$ cat src/u2da_pkg.sv
package u2da_pkg;

   localparam int VALUE_BITS = 64;
   localparam int MAX_DIGITS = 20;
   localparam int DIGIT_W    = 4;
   localparam int COUNT_W    = 5;
   localparam int CHAR_W     = 6;
   localparam int IDX_W      = $clog2(MAX_DIGITS);
   localparam int BIT_CNT_W  = $clog2(VALUE_BITS + 1);

   localparam logic [CHAR_W-1:0]    ASCII_ZERO = CHAR_W'(48);
   localparam logic [COUNT_W-1:0]   DIGITS_MAX = COUNT_W'(MAX_DIGITS);
   localparam logic [BIT_CNT_W-1:0] BITS_LAST  = BIT_CNT_W'(VALUE_BITS);

   typedef enum logic [2:0] {
      ST_IDLE = 3'b001,
      ST_CONV = 3'b010,
      ST_EMIT = 3'b100
   } state_type;

   // control shared by every cell of the row
   typedef struct packed {
      logic clear;
      logic conv;
      logic emit;
   } cell_ctrl_type;

endpackage

$ cat src/uint64_to_decimal_ascii.sv
// Converts one unsigned binary value per transfer into its decimal ASCII digits, most
// significant first, without leading zeros (zero gives a single '0'). Each digit leaves
// as its own transfer together with the total digit count and a last-digit flag. The
// conversion runs through a row of BCD digit cells, one input bit per cycle
// (double dabble), and then the digits are sent. One item is handled at a time:
// req_stall is high from the accepting edge until the last digit has been taken.
module uint64_to_decimal_ascii
   import u2da_pkg::*;
(
   input  logic                clock,
   input  logic                reset,
   input  logic                req_valid,
   output logic                req_stall,
   input  logic [63:0]         req_value,
   output logic                rsp_valid,
   input  logic                rsp_stall,
   output logic [CHAR_W-1:0]   rsp_digit_char,
   output logic [COUNT_W-1:0]  rsp_digit_count,
   output logic                rsp_last_digit
);

   state_type               state_ff, state_in;
   logic [VALUE_BITS-1:0]   val_ff, val_in;
   logic [BIT_CNT_W-1:0]    bit_cnt_ff, bit_cnt_in;
   logic [COUNT_W-1:0]      count_ff, count_in;
   logic [COUNT_W-1:0]      idx_ff, idx_in;
   cell_ctrl_type           ctrl;
   logic                    req_xfer;
   logic                    rsp_xfer;
   logic                    last;
   logic [IDX_W-1:0]        top_idx;

   logic [DIGIT_W-1:0]      digits [MAX_DIGITS];
   logic                    bits   [MAX_DIGITS];

   for (genvar i = 0; i < MAX_DIGITS; i++) begin : g_cell
      logic                bit_w;
      logic [DIGIT_W-1:0]  dig_w;
      if (i == 0) begin : g_first
         assign bit_w = val_ff[VALUE_BITS-1];
         assign dig_w = '0;
      end else begin : g_rest
         assign bit_w = bits[i-1];
         assign dig_w = digits[i-1];
      end
      u2da_cell u_cell (
         .clock    (clock),
         .ctrl     (ctrl),
         .bit_in   (bit_w),
         .digit_in (dig_w),
         .digit    (digits[i]),
         .bit_out  (bits[i])
      );
   end

   assign req_stall = (state_ff != ST_IDLE);
   assign req_xfer  = req_valid && !req_stall;
   assign rsp_valid = (state_ff == ST_EMIT);
   assign rsp_xfer  = rsp_valid && !rsp_stall;

   // digits move up one cell per transfer, so the next one always sits in cell count - 1
   assign top_idx         = IDX_W'(count_ff - COUNT_W'(1));
   assign last            = (idx_ff == count_ff - COUNT_W'(1));
   assign rsp_digit_char  = ASCII_ZERO + CHAR_W'(digits[top_idx]);
   assign rsp_digit_count = count_ff;
   assign rsp_last_digit  = last;

   always_comb begin
      state_in   = state_ff;
      val_in     = val_ff;
      bit_cnt_in = bit_cnt_ff;
      count_in   = count_ff;
      idx_in     = idx_ff;
      ctrl       = '0;
      unique case (state_ff)
         ST_IDLE: begin
            if (req_xfer) begin
               val_in     = req_value[VALUE_BITS-1:0];
               bit_cnt_in = '0;
               count_in   = COUNT_W'(1);
               ctrl.clear = 1'b1;
               state_in   = ST_CONV;
            end
         end
         ST_CONV: begin
            // the value grows by at most one digit per shift, so count trails by one
            if (count_ff < DIGITS_MAX && digits[IDX_W'(count_ff)] != '0) begin
               count_in = count_ff + COUNT_W'(1);
            end
            if (bit_cnt_ff != BITS_LAST) begin
               ctrl.conv  = 1'b1;
               val_in     = val_ff << 1;
               bit_cnt_in = bit_cnt_ff + BIT_CNT_W'(1);
            end else begin
               idx_in   = '0;
               state_in = ST_EMIT;
            end
         end
         ST_EMIT: begin
            if (rsp_xfer) begin
               ctrl.emit = 1'b1;
               idx_in    = idx_ff + COUNT_W'(1);
               if (last) begin
                  state_in = ST_IDLE;
               end
            end
         end
         default: begin
            state_in = ST_IDLE;
         end
      endcase
   end

   always_ff @(posedge clock) begin
      if (reset) begin
         state_ff <= ST_IDLE;
      end else begin
         state_ff <= state_in;
      end
      val_ff     <= val_in;
      bit_cnt_ff <= bit_cnt_in;
      count_ff   <= count_in;
      idx_ff     <= idx_in;
   end

endmodule

$ cat src/u2da_cell.sv
module u2da_cell
   import u2da_pkg::*;
(
   input  logic                clock,
   input  cell_ctrl_type       ctrl,
   input  logic                bit_in,
   input  logic [DIGIT_W-1:0]  digit_in,
   output logic [DIGIT_W-1:0]  digit,
   output logic                bit_out
);

   logic [DIGIT_W-1:0] digit_ff;
   logic [DIGIT_W-1:0] digit_in_w;
   logic [DIGIT_W-1:0] adj;

   // add three before the doubling when the digit would overflow past nine
   assign adj     = (digit_ff >= DIGIT_W'(5)) ? digit_ff + DIGIT_W'(3) : digit_ff;
   assign bit_out = adj[DIGIT_W-1];
   assign digit   = digit_ff;

   always_comb begin
      priority if (ctrl.clear) begin
         digit_in_w = '0;
      end else if (ctrl.conv) begin
         digit_in_w = {adj[DIGIT_W-2:0], bit_in};
      end else if (ctrl.emit) begin
         digit_in_w = digit_in;
      end else begin
         digit_in_w = digit_ff;
      end
   end

   always_ff @(posedge clock) begin
      digit_ff <= digit_in_w;
   end

endmodule
$ cat config.mk
export PLATFORM = sky130hd
export DESIGN_NAME = uint64_to_decimal_ascii
export DESIGN_NICKNAME = d
export VERILOG_FILES = /design/src/u2da_pkg.sv /design/src/uint64_to_decimal_ascii.sv /design/src/u2da_cell.sv
export SDC_FILE = /design/constraint.sdc
export NUM_CORES = 1
export LEC_CHECK = 0
export ABC_AREA = 1
export ABC_CLOCK_PERIOD_IN_PS = 10700
export BUFFER_PORTS_ARGS = -buffer_cell sky130_fd_sc_hd__buf_4
export CORE_ASPECT_RATIO = 0.6
export CORE_UTILIZATION = 35
export DETAILED_ROUTE_END_ITERATION = 12
export HOLD_SLACK_MARGIN = 0.05
export SYNTH_ARGS = -nofsm -noshare
export SYNTH_HDL_FRONTEND = slang
export SYNTH_SLANG_ARGS = --single-unit
$ cat constraint.sdc
create_clock -name clock -period 10.7 [get_ports clock]
set_clock_uncertainty 0.1 [all_clocks]
set_input_delay 0 -clock clock [delete_from_list [all_inputs] [get_ports clock]]
set_output_delay 0 -clock clock [all_outputs]
set_load 0.02 [all_outputs]
==> flow_metrics.tcl <==
set metrics [dict create \
    status "completed" \
    setup_viol 0 \
    vdd.ir_drop.worst_mv 0.0874 \
    io_pins 82 \
    grt_use_met3 0.0554 \
    drcViolationCount 0 \
    critPathKind "reg -> out" \
    port-buffer-count 79 \
    wl_per_cell_um 17.0 \
    cts-htree-levels 4 \
    syn_to_final_growth_pct 20.6 \
    start_kind "flop" \
    gr-usage-met1 0.326 \
    cts_made_buffers 17 \
    gp_congestion 0.938 \
    coreArea_um2 27900 \
    async_flop_share 0 \
    fin_ws_ns 6.68 \
    cap_violations 0 \
    grt_pass1_wl_um 49900 \
    nets 1590 \
    viasPerCell 5.37 \
    drive_gt1_frac 0.101 \
    max_freq_mhz 249 \
    track_usage 0.215 \
    path_clk_slew_ns 0.07 \
    drt_iter0_drc 1030 \
    critPathArrivalTime_ns 3.92 \
    dp_worst_setup_slack_ns 7.21 \
    cts_buffer_depth 2 \
    n_antenna_cell 0 \
    die_y_um 133 \
    multi_input_area_um2 5180 \
    period_share 0.376 \
    worstPathMaxFanout 23 \
    rows 47 \
    start_util 0.361 \
    yosys_register_bits 164 \
    dieArea_um2 29500 \
    drt_pre_antenna_iters 5 \
    synth_cells 1374 \
    ys_seq_area_frac 0.406 \
    worst_slew_pin_slew_ns 1.15 \
    powerDensity_nw_per_um2 149 \
    synth_area_um2 10100 \
    synth_top_cell_by_area "edfxtp_1" \
    relSlewSlack 0.235 \
    seq_area_um2 4090 \
    tns_ns 0 \
    cts_sinks 164 \
    yosys_warnings 0 \
    fin_area_um2 12200 \
    hpwlAfterDp_um 19900 \
    fp.dieW_um 221 \
    finalCriticalPeriod_ns 4.02 \
    min_path_type "in -> reg" \
    p_leak_nw 5.03 \
    top_usage_layer "met1" \
    fillers 2752 \
    rsz0062_at_grt "no" \
    critical_path.endpoint_type "output port" \
    ys.flop_type "dfxtp_1" \
    drv_slew 0 \
    root_buffer "clkbuf_16" \
    use_met2 0.296 \
    grt.overflow.total 0 \
    synth-edff-count 81 \
    syn_avg_cell_area_um2 7.34 \
    clock_latency_ns 0.45 \
    wirelength_um 31500 \
    grt_max_degree 83 \
    ant_nets 0 \
    grt_pass1_vias 8851 \
    dpl-instance-area_um2 10900 \
    antenna_found_initial 0 \
    num_vias 9972 \
    cts_tree "yes" \
    yosys-top-cells-area "edfxtp_1 (24%), dfxtp_1 (16%), nand2_1 (13%)" \
    cp_data_required_time_ns 10.60 \
    synth_top_area_share 0.241 \
    synth_cell_type_count 38 \
    final_hold_viol_count 0 \
]
==> path summary, 6_finish.rpt <==
| kind | start | endpoint | slack [ns] | cells past startpoint |
|---|---|---|---|---|
| setup / recovery | rsp_digit_count[1] | rsp_digit_char[2] | 6.68 | 9 |
| hold reg to reg | g_cell[14].u_cell.digit[1] | g_cell[14].u_cell.digit[1] | 0.40 | 2 |
| setup reg to reg | rsp_digit_count[1] | state_ff[0] | 6.68 | 13 |
| hold / removal | reset | state_ff[1] | 0.17 | 3 |
==> critical path: stages (launching register included) <==
cell      delay (ns)
edfxtp_1        0.63
inv_1           0.36
ha_1            0.88
inv_1           0.56
a21oi_1         0.24
o21ai_0         0.13
nand4_1         0.11
nand3_1         0.08
a31oi_1         0.28
buf_4           0.20
==> cell type report <==
type / count / share of cell area
Multi-Input combinational cell: 1000 / 0.426
Clock buffer: 19 / 0.0364
Tap cell: 367 / 0.0378
Clock inverter: 13 / 0.0104
Timing Repair Buffer: 155 / 0.110
Inverter: 139 / 0.0429
Sequential cell: 164 / 0.337
==> Yosys cell counts (all sizes together), types with 20 or more instances <==
library cell / instances
nand3: 77
buf: 20
nand2: 346
a21oi: 143
o21ai: 181
inv: 138
a31oi: 32
nor2: 71
nand4: 24
ha: 45
edfxtp: 81
dfxtp: 83
clkbuf: 52
==> placed cells by master (no fill, tap or decap), types with 8 or more instances in the layout <==
master / count
edfxtp_1: 81
o21ai_0: 180
a221oi_2: 9
clkbuf_16: 17
o221ai_1: 11
xor2_1: 12
dfxtp_1: 83
nand2_1: 341
dlygate4sd3_1: 68
ha_1: 45
a31oi_1: 32
a21oi_1: 143
nor3_1: 8
nor2_1: 71
or2_2: 12
buf_4: 87
inv_1: 134
o211ai_1: 8
nand3_1: 77
nand4_1: 24
==> cell families (layout without fill, tap and decap cells) <==
family / Yosys count / after routing / share of synthesized area
adders and majority gates: 45 / 45 / 0.0559
other: 1 / 2 / 0.000372
and+or+nand+nor: 544 / 544 / 0.226
AOI/OAI and AO/OA: 396 / 396 / 0.219
buffers and inverters: 211 / 326 / 0.0814
DFF: 164 / 164 / 0.406
xor gates and xnor gates: 13 / 13 / 0.0113
==> stage by stage <==
stage	util	total power (W)	hold slack [ns]	std cells
floorplan	-	0.00104	-0.0309	1375
global placement	0.391	0.00117	0.0833	1757
finish	0.435	0.00181	0.172	1857
CTS	0.435	0.00181	0.146	1857
global route	0.435	0.00189	0.169	1857
detailed placement	0.391	0.00117	0.0884	1757
==> metal layers <==
metal,vias to the layer above,part of all wire
met5,-,0
met4,0,0.012
met3,34,0.088
met2,412,0.41
met1,4629,0.49
li1,4897,-
==> what timing repair did <==
item / CTS / global route
gates resized for setup: 0 / 0
hold buffers: 68 / 0
endpoints found under the hold margin: 67 / 0
setup buffers: 0 / 0
==> sequential cells by signal, summed over array words and instances, names as in the netlist <==
register	cells
g_cell.u_cell.digit	80
state_ff	3
bit_cnt_ff	7
val_ff	64
idx_ff	5
rsp_digit_count	5
==> report_power, final <==
part	internal, W	total, W	switching (W)	leakage, nW
sequential	0.000737	0.000800	0.0000636	1.44
clock	0.000330	0.000612	0.000283	0.267
combinational	0.000140	0.000393	0.000253	3.33
(Power assumes the default switching activity.)
